`src/hw/rtl/sha1sh_pkg.sv`:
```
// ----------------------------------------------------------------------------
// sha1sh_pkg
// Types, constants and round functions shared by the streaming SHA-1 core.
// ----------------------------------------------------------------------------
`default_nettype none

package sha1sh_pkg;

  // sequencer states
  typedef enum logic [2:0] {
    ST_IDLE,
    ST_PAD,
    ST_PAD_LEN,
    ST_ROUND,
    ST_UPDATE,
    ST_EMIT
  } state_t;

  // message schedule operations
  typedef enum logic [2:0] {
    SCH_HOLD,
    SCH_WRITE,
    SCH_PAD,
    SCH_LEN,
    SCH_SHIFT
  } sch_op_t;

  // round unit operations
  typedef enum logic [2:0] {
    RND_HOLD,
    RND_LOAD,
    RND_STEP,
    RND_UPDATE,
    RND_INIT
  } rnd_op_t;

  // request function codes
  localparam logic FUNC_ABSORB = 1'b0;
  localparam logic FUNC_FINISH = 1'b1;

  // round stage codes
  localparam logic [1:0] STG_CHOOSE = 2'd0;
  localparam logic [1:0] STG_PARITY1 = 2'd1;
  localparam logic [1:0] STG_MAJORITY = 2'd2;
  localparam logic [1:0] STG_PARITY2 = 2'd3;

  localparam int NUM_WORDS = 5;
  localparam int WIN_WORDS = 16;

  localparam logic [6:0] LAST_ROUND = 7'd79;
  localparam logic [6:0] STG1_ROUND = 7'd20;
  localparam logic [6:0] STG2_ROUND = 7'd40;
  localparam logic [6:0] STG3_ROUND = 7'd60;
  localparam logic [2:0] LAST_WORD = 3'd4;
  localparam logic [5:0] LAST_POS = 6'd63;
  localparam logic [5:0] LEN_POS = 6'd56;
  localparam logic [7:0] PAD_BYTE = 8'h80;

  typedef logic [NUM_WORDS-1:0][31:0] chain_t;

  // word 0 sits at the low index
  localparam chain_t INIT_CHAIN = {32'hc3d2e1f0, 32'h10325476, 32'h98badcfe,
                                   32'hefcdab89, 32'h67452301};

  typedef struct packed {
    sch_op_t     op;
    logic [5:0]  pos;
    logic [7:0]  data;
    logic [63:0] bit_len;
  } sch_ctrl_t;

  typedef struct packed {
    rnd_op_t    op;
    logic [1:0] stage;
  } rnd_ctrl_t;

  function automatic logic [31:0] round_k(input logic [1:0] stage);
    logic [31:0] k;
    case (stage)
      STG_CHOOSE:   k = 32'h5a827999;
      STG_PARITY1:  k = 32'h6ed9eba1;
      STG_MAJORITY: k = 32'h8f1bbcdc;
      STG_PARITY2:  k = 32'hca62c1d6;
      default:      k = 32'h5a827999;
    endcase
    return k;
  endfunction

  function automatic logic [31:0] round_f(input logic [1:0] stage, input logic [31:0] b,
                                          input logic [31:0] c, input logic [31:0] d);
    logic [31:0] f;
    case (stage)
      STG_CHOOSE:   f = (b & c) | (~b & d);
      STG_MAJORITY: f = (b & c) | (b & d) | (c & d);
      STG_PARITY1:  f = b ^ c ^ d;
      STG_PARITY2:  f = b ^ c ^ d;
      default:      f = b ^ c ^ d;
    endcase
    return f;
  endfunction

endpackage

`default_nettype wire

```
`src/hw/rtl/sha1sh_if.sv`:
```
// ----------------------------------------------------------------------------
// sha1sh_if
// Valid/ready channels for message requests and digest words.
// ----------------------------------------------------------------------------
`default_nettype none

interface sha1sh_in_if;
  logic       valid;
  logic       ready;
  logic       func;
  logic [7:0] data_byte;

  modport source (output valid, output func, output data_byte, input ready);
  modport sink (input valid, input func, input data_byte, output ready);
endinterface

interface sha1sh_out_if;
  logic        valid;
  logic        ready;
  logic [31:0] digest_word;
  logic [2:0]  word_index;
  logic        last;

  modport source (output valid, output digest_word, output word_index, output last,
                  input ready);
  modport sink (input valid, input digest_word, input word_index, input last,
                output ready);
endinterface

`default_nettype wire

```
`src/hw/rtl/sha1sh_sched.sv`:
```
// ----------------------------------------------------------------------------
// sha1sh_sched
// Block buffer and message schedule: a 16-word window that gathers bytes,
// applies padding and slides one expanded word per round.
// ----------------------------------------------------------------------------
`default_nettype none

module sha1sh_sched
  import sha1sh_pkg::*;
(
  input  wire logic        clk,
  input  wire sch_ctrl_t   ctrl,
  output logic [31:0]      wt
);

  logic [WIN_WORDS-1:0][31:0] win_r;
  logic [WIN_WORDS-1:0][31:0] win_nxt;
  logic [31:0]                mix;

  // next expanded word from the window taps
  assign mix = win_r[13] ^ win_r[8] ^ win_r[2] ^ win_r[0];

  // window update
  always_comb begin
    win_nxt = win_r;
    case (ctrl.op)
      SCH_WRITE: begin
        for (int l = 0; l < 4; l++) begin
          if (ctrl.pos[1:0] == 2'(l)) begin
            win_nxt[ctrl.pos[5:2]][8*(3-l) +: 8] = ctrl.data;
          end
        end
      end
      SCH_PAD: begin
        for (int w = 0; w < WIN_WORDS; w++) begin
          for (int l = 0; l < 4; l++) begin
            if (6'(4*w + l) == ctrl.pos) begin
              win_nxt[w][8*(3-l) +: 8] = PAD_BYTE;
            end else if (6'(4*w + l) > ctrl.pos) begin
              win_nxt[w][8*(3-l) +: 8] = 8'h00;
            end
          end
        end
        // length fits behind the pad byte
        if (ctrl.pos < LEN_POS) begin
          win_nxt[WIN_WORDS-2] = ctrl.bit_len[63:32];
          win_nxt[WIN_WORDS-1] = ctrl.bit_len[31:0];
        end
      end
      SCH_LEN: begin
        win_nxt                = '0;
        win_nxt[WIN_WORDS-2] = ctrl.bit_len[63:32];
        win_nxt[WIN_WORDS-1] = ctrl.bit_len[31:0];
      end
      SCH_SHIFT: begin
        for (int i = 0; i < WIN_WORDS - 1; i++) begin
          win_nxt[i] = win_r[i+1];
        end
        win_nxt[WIN_WORDS-1] = {mix[30:0], mix[31]};
      end
      default: begin
        win_nxt = win_r;
      end
    endcase
  end

  // window storage
  always_ff @(posedge clk) begin
    win_r <= win_nxt;
  end

  assign wt = win_r[0];

endmodule

`default_nettype wire

```
`src/hw/rtl/sha1sh_round.sv`:
```
// ----------------------------------------------------------------------------
// sha1sh_round
// Shared round unit: working variables a..e, one round per cycle, and the
// five chaining words with their final feed-forward add.
// ----------------------------------------------------------------------------
`default_nettype none

module sha1sh_round
  import sha1sh_pkg::*;
(
  input  wire logic        clk,
  input  wire logic        rst_n,
  input  wire rnd_ctrl_t   ctrl,
  input  wire logic [31:0] wt,
  output chain_t           chain
);

  chain_t      chain_r;
  chain_t      chain_nxt;
  logic [31:0] a_r, b_r, c_r, d_r, e_r;
  logic [31:0] a_nxt, b_nxt, c_nxt, d_nxt, e_nxt;
  logic [31:0] tmp;

  // round sum
  assign tmp = {a_r[26:0], a_r[31:27]} + round_f(ctrl.stage, b_r, c_r, d_r) + e_r
             + round_k(ctrl.stage) + wt;

  // working variable and chain update
  always_comb begin
    a_nxt     = a_r;
    b_nxt     = b_r;
    c_nxt     = c_r;
    d_nxt     = d_r;
    e_nxt     = e_r;
    chain_nxt = chain_r;
    case (ctrl.op)
      RND_LOAD: begin
        a_nxt = chain_r[0];
        b_nxt = chain_r[1];
        c_nxt = chain_r[2];
        d_nxt = chain_r[3];
        e_nxt = chain_r[4];
      end
      RND_STEP: begin
        a_nxt = tmp;
        b_nxt = a_r;
        c_nxt = {b_r[1:0], b_r[31:2]};
        d_nxt = c_r;
        e_nxt = d_r;
      end
      RND_UPDATE: begin
        chain_nxt[0] = chain_r[0] + a_r;
        chain_nxt[1] = chain_r[1] + b_r;
        chain_nxt[2] = chain_r[2] + c_r;
        chain_nxt[3] = chain_r[3] + d_r;
        chain_nxt[4] = chain_r[4] + e_r;
      end
      RND_INIT: begin
        chain_nxt = INIT_CHAIN;
      end
      default: begin
        chain_nxt = chain_r;
      end
    endcase
  end

  // chaining words
  always_ff @(posedge clk) begin
    if (!rst_n) begin
      chain_r <= INIT_CHAIN;
    end else begin
      chain_r <= chain_nxt;
    end
  end

  // working variables
  always_ff @(posedge clk) begin
    a_r <= a_nxt;
    b_r <= b_nxt;
    c_r <= c_nxt;
    d_r <= d_nxt;
    e_r <= e_nxt;
  end

  assign chain = chain_r;

endmodule

`default_nettype wire

```
`src/hw/rtl/sha1_stream_hash_core.sv`:
```
// Each data byte is taken in ST_IDLE; every 64th byte starts a compression
// (80 rounds of the shared round unit, then the feed-forward add), ready low meanwhile.
// Finish: a pad step and one compression, plus a second one after a length-only block
// when over 55 tail bytes need it, then five digest words at one per cycle as the sink takes them.
// Throughput is set by the single round unit: no byte is taken while a block is compressed.
// Reset (synchronous, rst_n low): initial chaining words, byte count zero, idle.
// ----------------------------------------------------------------------------
// sha1_stream_hash_core
// Streaming SHA-1: gathers bytes into 64-byte blocks, compresses each block
// over 80 rounds, pads on finish and returns the 160-bit digest as 5 words.
// ----------------------------------------------------------------------------
`default_nettype none

module sha1_stream_hash_core
  import sha1sh_pkg::*;
(
  input  wire logic    clk,
  input  wire logic    rst_n,
  sha1sh_in_if.sink    in_ch,
  sha1sh_out_if.source out_ch
);

  state_t      state_r, state_nxt;
  logic [6:0]  rnd_cnt_r, rnd_cnt_nxt;
  logic        fin_r, fin_nxt;
  logic        extra_r, extra_nxt;
  logic [2:0]  idx_r, idx_nxt;
  logic [63:0] count_r, count_nxt;
  logic        in_take;
  logic        out_take;
  logic [5:0]  pos;
  sch_ctrl_t   sch_ctrl;
  rnd_ctrl_t   rnd_ctrl;
  logic [31:0] wt;
  chain_t      chain;
  logic [1:0]  stage;

  assign pos      = count_r[5:0];
  assign in_take  = in_ch.valid && in_ch.ready;
  assign out_take = out_ch.valid && out_ch.ready;

  // round stage from round count
  always_comb begin
    if (rnd_cnt_r < STG1_ROUND) begin
      stage = STG_CHOOSE;
    end else if (rnd_cnt_r < STG2_ROUND) begin
      stage = STG_PARITY1;
    end else if (rnd_cnt_r < STG3_ROUND) begin
      stage = STG_MAJORITY;
    end else begin
      stage = STG_PARITY2;
    end
  end

  // next state
  always_comb begin
    state_nxt = state_r;
    case (state_r)
      ST_IDLE: begin
        if (in_take) begin
          if (in_ch.func == FUNC_FINISH) begin
            state_nxt = ST_PAD;
          end else if (pos == LAST_POS) begin
            state_nxt = ST_ROUND;
          end
        end
      end
      ST_PAD:     state_nxt = ST_ROUND;
      ST_PAD_LEN: state_nxt = ST_ROUND;
      ST_ROUND: begin
        if (rnd_cnt_r == LAST_ROUND) begin
          state_nxt = ST_UPDATE;
        end
      end
      ST_UPDATE: begin
        if (!fin_r) begin
          state_nxt = ST_IDLE;
        end else if (extra_r) begin
          state_nxt = ST_PAD_LEN;
        end else begin
          state_nxt = ST_EMIT;
        end
      end
      ST_EMIT: begin
        if (out_take && idx_r == LAST_WORD) begin
          state_nxt = ST_IDLE;
        end
      end
      default: state_nxt = ST_IDLE;
    endcase
  end

  // unit controls and handshake outputs
  always_comb begin
    in_ch.ready      = 1'b0;
    out_ch.valid     = 1'b0;
    sch_ctrl.op      = SCH_HOLD;
    sch_ctrl.pos     = pos;
    sch_ctrl.data    = in_ch.data_byte;
    sch_ctrl.bit_len = {count_r[60:0], 3'b000};
    rnd_ctrl.op      = RND_HOLD;
    rnd_ctrl.stage   = stage;
    case (state_r)
      ST_IDLE: begin
        in_ch.ready = 1'b1;
        if (in_take && in_ch.func == FUNC_ABSORB) begin
          sch_ctrl.op = SCH_WRITE;
          if (pos == LAST_POS) begin
            rnd_ctrl.op = RND_LOAD;
          end
        end
      end
      ST_PAD: begin
        sch_ctrl.op = SCH_PAD;
        rnd_ctrl.op = RND_LOAD;
      end
      ST_PAD_LEN: begin
        sch_ctrl.op = SCH_LEN;
        rnd_ctrl.op = RND_LOAD;
      end
      ST_ROUND: begin
        sch_ctrl.op = SCH_SHIFT;
        rnd_ctrl.op = RND_STEP;
      end
      ST_UPDATE: begin
        rnd_ctrl.op = RND_UPDATE;
      end
      ST_EMIT: begin
        out_ch.valid = 1'b1;
        if (out_take && idx_r == LAST_WORD) begin
          rnd_ctrl.op = RND_INIT;
        end
      end
      default: begin
        in_ch.ready = 1'b0;
      end
    endcase
  end

  // counters and message flags
  always_comb begin
    rnd_cnt_nxt = rnd_cnt_r;
    fin_nxt     = fin_r;
    extra_nxt   = extra_r;
    idx_nxt     = idx_r;
    count_nxt   = count_r;
    case (state_r)
      ST_IDLE: begin
        rnd_cnt_nxt = '0;
        idx_nxt     = '0;
        if (in_take) begin
          if (in_ch.func == FUNC_FINISH) begin
            fin_nxt   = 1'b1;
            extra_nxt = (pos >= LEN_POS);
          end else begin
            count_nxt = count_r + 64'd1;
          end
        end
      end
      ST_PAD_LEN: begin
        extra_nxt   = 1'b0;
        rnd_cnt_nxt = '0;
      end
      ST_ROUND: begin
        rnd_cnt_nxt = rnd_cnt_r + 7'd1;
      end
      ST_UPDATE: begin
        rnd_cnt_nxt = '0;
      end
      ST_EMIT: begin
        if (out_take) begin
          idx_nxt = idx_r + 3'd1;
          if (idx_r == LAST_WORD) begin
            fin_nxt   = 1'b0;
            count_nxt = '0;
          end
        end
      end
      default: begin
        rnd_cnt_nxt = rnd_cnt_r;
      end
    endcase
  end

  // control registers
  always_ff @(posedge clk) begin
    if (!rst_n) begin
      state_r   <= ST_IDLE;
      rnd_cnt_r <= '0;
      fin_r     <= 1'b0;
      extra_r   <= 1'b0;
      idx_r     <= '0;
      count_r   <= '0;
    end else begin
      state_r   <= state_nxt;
      rnd_cnt_r <= rnd_cnt_nxt;
      fin_r     <= fin_nxt;
      extra_r   <= extra_nxt;
      idx_r     <= idx_nxt;
      count_r   <= count_nxt;
    end
  end

  // digest word select
  always_comb begin
    case (idx_r)
      3'd0:    out_ch.digest_word = chain[0];
      3'd1:    out_ch.digest_word = chain[1];
      3'd2:    out_ch.digest_word = chain[2];
      3'd3:    out_ch.digest_word = chain[3];
      3'd4:    out_ch.digest_word = chain[4];
      default: out_ch.digest_word = chain[0];
    endcase
  end

  assign out_ch.word_index = idx_r;
  assign out_ch.last       = (idx_r == LAST_WORD);

  sha1sh_sched u_sched (
    .clk  (clk),
    .ctrl (sch_ctrl),
    .wt   (wt)
  );

  sha1sh_round u_round (
    .clk   (clk),
    .rst_n (rst_n),
    .ctrl  (rnd_ctrl),
    .wt    (wt),
    .chain (chain)
  );

endmodule

`default_nettype wire

```
`src/flat_wrapper.sv`:
```
// flat-port wrapper written by rule: the top's interface ports become plain ports
module sha1_stream_hash_core_flat import sha1sh_pkg::*;
  (clk, rst_n, in_ch_valid, in_ch_func, in_ch_data_byte, in_ch_ready, out_ch_valid, out_ch_digest_word, out_ch_word_index, out_ch_last, out_ch_ready);
  sha1sh_in_if in_ch_i ();
  sha1sh_out_if out_ch_i ();
  input  wire logic clk;
  input  wire logic rst_n;
  input wire logic [$bits(in_ch_i.valid)-1:0] in_ch_valid;
  input wire logic [$bits(in_ch_i.func)-1:0] in_ch_func;
  input wire logic [$bits(in_ch_i.data_byte)-1:0] in_ch_data_byte;
  output wire logic [$bits(in_ch_i.ready)-1:0] in_ch_ready;
  output wire logic [$bits(out_ch_i.valid)-1:0] out_ch_valid;
  output wire logic [$bits(out_ch_i.digest_word)-1:0] out_ch_digest_word;
  output wire logic [$bits(out_ch_i.word_index)-1:0] out_ch_word_index;
  output wire logic [$bits(out_ch_i.last)-1:0] out_ch_last;
  input wire logic [$bits(out_ch_i.ready)-1:0] out_ch_ready;
  assign in_ch_i.valid = in_ch_valid;
  assign in_ch_i.func = in_ch_func;
  assign in_ch_i.data_byte = in_ch_data_byte;
  assign in_ch_ready = in_ch_i.ready;
  assign out_ch_valid = out_ch_i.valid;
  assign out_ch_digest_word = out_ch_i.digest_word;
  assign out_ch_word_index = out_ch_i.word_index;
  assign out_ch_last = out_ch_i.last;
  assign out_ch_i.ready = out_ch_ready;
  sha1_stream_hash_core u_core (.clk(clk), .rst_n(rst_n), .in_ch(in_ch_i), .out_ch(out_ch_i));
endmodule
```
`config.mk`:
```
export PLATFORM = sky130hd
export DESIGN_NAME = sha1_stream_hash_core_flat
export DESIGN_NICKNAME = d
export VERILOG_FILES = /design/src/hw/rtl/sha1sh_pkg.sv /design/src/hw/rtl/sha1sh_if.sv /design/src/hw/rtl/sha1sh_sched.sv /design/src/hw/rtl/sha1sh_round.sv /design/src/hw/rtl/sha1_stream_hash_core.sv /design/src/flat_wrapper.sv
export SDC_FILE = /design/constraint.sdc
export NUM_CORES = 2
export LEC_CHECK = 0
export BUFFER_PORTS_ARGS = -buffer_cell sky130_fd_sc_hd__buf_2
export CAP_MARGIN = 10
export CELL_PAD_IN_SITES_DETAIL_PLACEMENT = 0
export CELL_PAD_IN_SITES_GLOBAL_PLACEMENT = 2
export CORE_ASPECT_RATIO = 0.6
export CORE_UTILIZATION = 35
export DETAILED_ROUTE_END_ITERATION = 16
export PLACE_DENSITY_LB_ADDON = 0.1
export SETUP_SLACK_MARGIN = 0.3
export SLEW_MARGIN = 25
export SYNTH_ARGS = -nofsm -noshare
export SYNTH_HDL_FRONTEND = slang
export SYNTH_HIERARCHICAL = 1
export SYNTH_SLANG_ARGS = --single-unit
```
`constraint.sdc`:
```
create_clock -name clk -period 16.4 [get_ports clk]
set_input_delay 4.1 -clock clk [delete_from_list [all_inputs] [get_ports clk]]
set_output_delay 4.1 -clock clk [all_outputs]
set_load 0.05 [all_outputs]
```
==> metrics.md <==
| Metric | Value |
|---|---|
| Data arrival, critical path | `4.01 ns` |
| RSZ-0062 raised after global routing | `false` |
| Worst hold path type | `flop to flop` |
| Post-Route WL | `229,700 microns` |
| Slew Limit Headroom | `24.15%` |
| Fmax | `123.3 MHz` |
| Seq/Total Area, Yosys | `45.75%` |
| Async set-reset flop share out of synthesis | `0%` |
| Finish-stage setup viols | `0` |
| Via Count | `45,428` |
| Routed vias/inst | `5.897` |
| H-tree depth | `3` |
| Worst path max stage delay | `0.69 ns` |
| WS Path Type | `flop to output pin` |
| DP Worst Slack | `7.730 ns` |
| 1st-pass router iterations | `6` |
| Post-CTS Setup Bufs | `0` |
| Final Hold Violating Endpoints | `0` |
| Root buffer cell | `clkbuf_16` |
| Clock Path Buffers | `3` |
| Post-synth EDFFs | `672` |
| Tot GR Track Use | `28.60%` |
| Hold_buf cts | `0` |
| Area of the core | `153,500 sq um` |
| Core Util, Final | `39.01%` |
| Post-route DRC violation count | `0` |
| PostCTS Resize Cnt | `0` |
| Vias in the first global route | `40,767` |
| CTS tree | `yes` |
| Crit-path leading delay family | `buffers and inverters` |
| Worst setup EP type | `output pin` |
| Layout cell share with drive strength beyond 1 | `7.770%` |
| Clock latency at the later pin of the worst-skew pair | `0.73 ns` |
| Setup tns final | `0 ns` |
| CP Launch Type | `flop` |
| Top_reg_cell synth | `edfxtp_1` |
| Worst-path clk slew | `0.06 ns` |
| Worst Clk Skew | `0.03481 ns` |
| Port buffer count | `50` |
| Syn Inst Count | `5,689` |
| Antenna violations before repair | `9` |
| First-pass GRT wire length | `322,000 microns` |
| Worst hold margin | `0.5046 ns` |
| Max Slew Vio Count | `0` |
| Die H | `307.5 microns` |
| Final period util | `49.44%` |
| CTS buffer count | `95` |
| Final Worst Setup Slack | `8.292 ns` |
| Area added between synthesis and finish | `9.981%` |
| Total Die Area | `157,200 sq um` |
| MaxCap Viol Count | `0` |
| Largest net degree at the start of global routing | `199` |
| Crit Path Max Fanout | `47` |
| Num rows | `111` |
| Worst-margin pin slew | `1.138 ns` |
| CP Cell Sequence | `and2_2, o21bai_4, buf_4, nor2_1, a31oi_1, buf_2` |
| Initial Util | `35.47%` |
| Clock sinks | `908` |
| WP buf/inv | `2` |
| Post-route ant nets | `0` |
| Die width | `511.1 microns` |
| Yosys warns | `6` |
| Io pins | `51` |
| Critical Path RT | `12.30 ns` |
| Grt total ovfl | `0` |
| Synth cell types | `121` |
| Mapped Area | `54,430 sq um` |
| Crit path max-delay cell type | `buf_4` |
| RePlAce Congestion | `0.9158` |
| Layout Nets | `5,924` |
| Outcome | `completed` |
| Min Clock Period, post-route | `8.108 ns` |
| Avg Cell Area, Syn | `9.568 sq um` |
| Synth Register Bits | `908` |
| WL/cell | `29.82 microns` |
| Detailed placement HPWL | `167,900 microns` |
| Drt initial violations | `6,115` |
## area by class of cell
class                           count  area (sq um)
Timing Repair Buffer              160          1116
Inverter                          297          1115
Tap cell                         2034          2545
Clock inverter                     52         599.3
Sequential cell                   908         24900
Antenna cell                        6         15.01
Multi-Input combinational cell   4119         26940
Fill cell                       15380         93600
Clock buffer                      127          2630
## placed cells by master, fill, tap and decap left out, types with 92 or more instances in the layout
cell type,n
xor2_1,110
inv_1,297
clkbuf_16,97
dfxtp_1,236
fa_1,125
ha_1,202
a21oi_1,274
xnor2_1,165
edfxtp_1,672
a22oi_1,170
o21ai_0,653
a21o_1,92
nor2_1,203
buf_4,108
nand2_1,1080
## per-layer routing
layer  up-vias  GRT usage (%)  wire length, microns
met1     22987          48.96                121900
met5         -              0                     0
met2      2052          33.76                 80560
met4         0          3.329                  2119
met3       143          8.331                 25160
li1      20246              -                     -
## through the flow
step / area [sq um] / instances
floorplan: 54440 / 5691
global placement: 56540 / 7517
detailed placement: 56590 / 7518
CTS: 59820 / 7697
global route: 59850 / 7697
finish: 59870 / 7703
## logic make-up (layout without fill, tap and decap cells)
kind of cell | count (synthesis) | count (layout) | share of synthesized area [%]
xor+xnor | 276 | 276 | 4.455
mux | 40 | 40 | 0.7539
flops | 908 | 908 | 45.75
simple gates | 1776 | 1776 | 14.72
other cells | 1 | 9 | 0.006889
fa+ha+maj | 331 | 331 | 9.328
buf+inv | 664 | 636 | 5.197
compound gates | 1693 | 1693 | 19.79
## cell usage after synthesis (32+ instances only)
cell type  number  area share (%)
nand2_1      1085             7.5
ha_1          205             4.7
a22o_1         46            0.74
nand2b_1       39            0.45
a22oi_1       170             2.3
mux2i_1        32            0.59
a32o_1         41            0.75
edfxtp_1      672              37
nand3_1        73            0.67
o21ai_0       654             6.0
buf_4          40            0.55
xor2_1        110             1.8
dfxtp_1       236             8.7
clkbuf_1      205             1.4
nor2b_1        74            0.85
fa_1          125             4.6
nor2_1        210             1.4
inv_1         297             2.0
buf_2          92            0.85
a21oi_1       282             2.6
a31oi_1        53            0.61
a21o_1         92             1.3
nor3_1         42            0.39
xnor2_1       165             2.7
or3_1          34            0.39
o211ai_1       42            0.58
nand4_1        41            0.47
o31ai_1        35            0.48
## worst min-delay path, delay by kind of cell, from the launching register on
kind | cells | cell delay [ns]
flops | 1 | 0.34
compound gates | 1 | 0.06
simple gates | 1 | 0.06
## path summary, 6_finish.rpt
kind                                from  cells past startpoint  slack [ns]                         to
min            u_core/u_round/chain[118]                      2        0.50  u_core/u_round/chain[118]
min reg2reg    u_core/u_round/chain[118]                      2        0.50  u_core/u_round/chain[118]
max          u_core/out_ch.word_index[2]                      6        8.29      out_ch_digest_word[5]
max reg2reg          u_core/rnd_cnt_r[5]                     25        8.77     u_core/u_round/a_r[30]
Power is not shown: default switching activity piles up to over one toggle a cycle in this logic, so the estimate is an artifact.
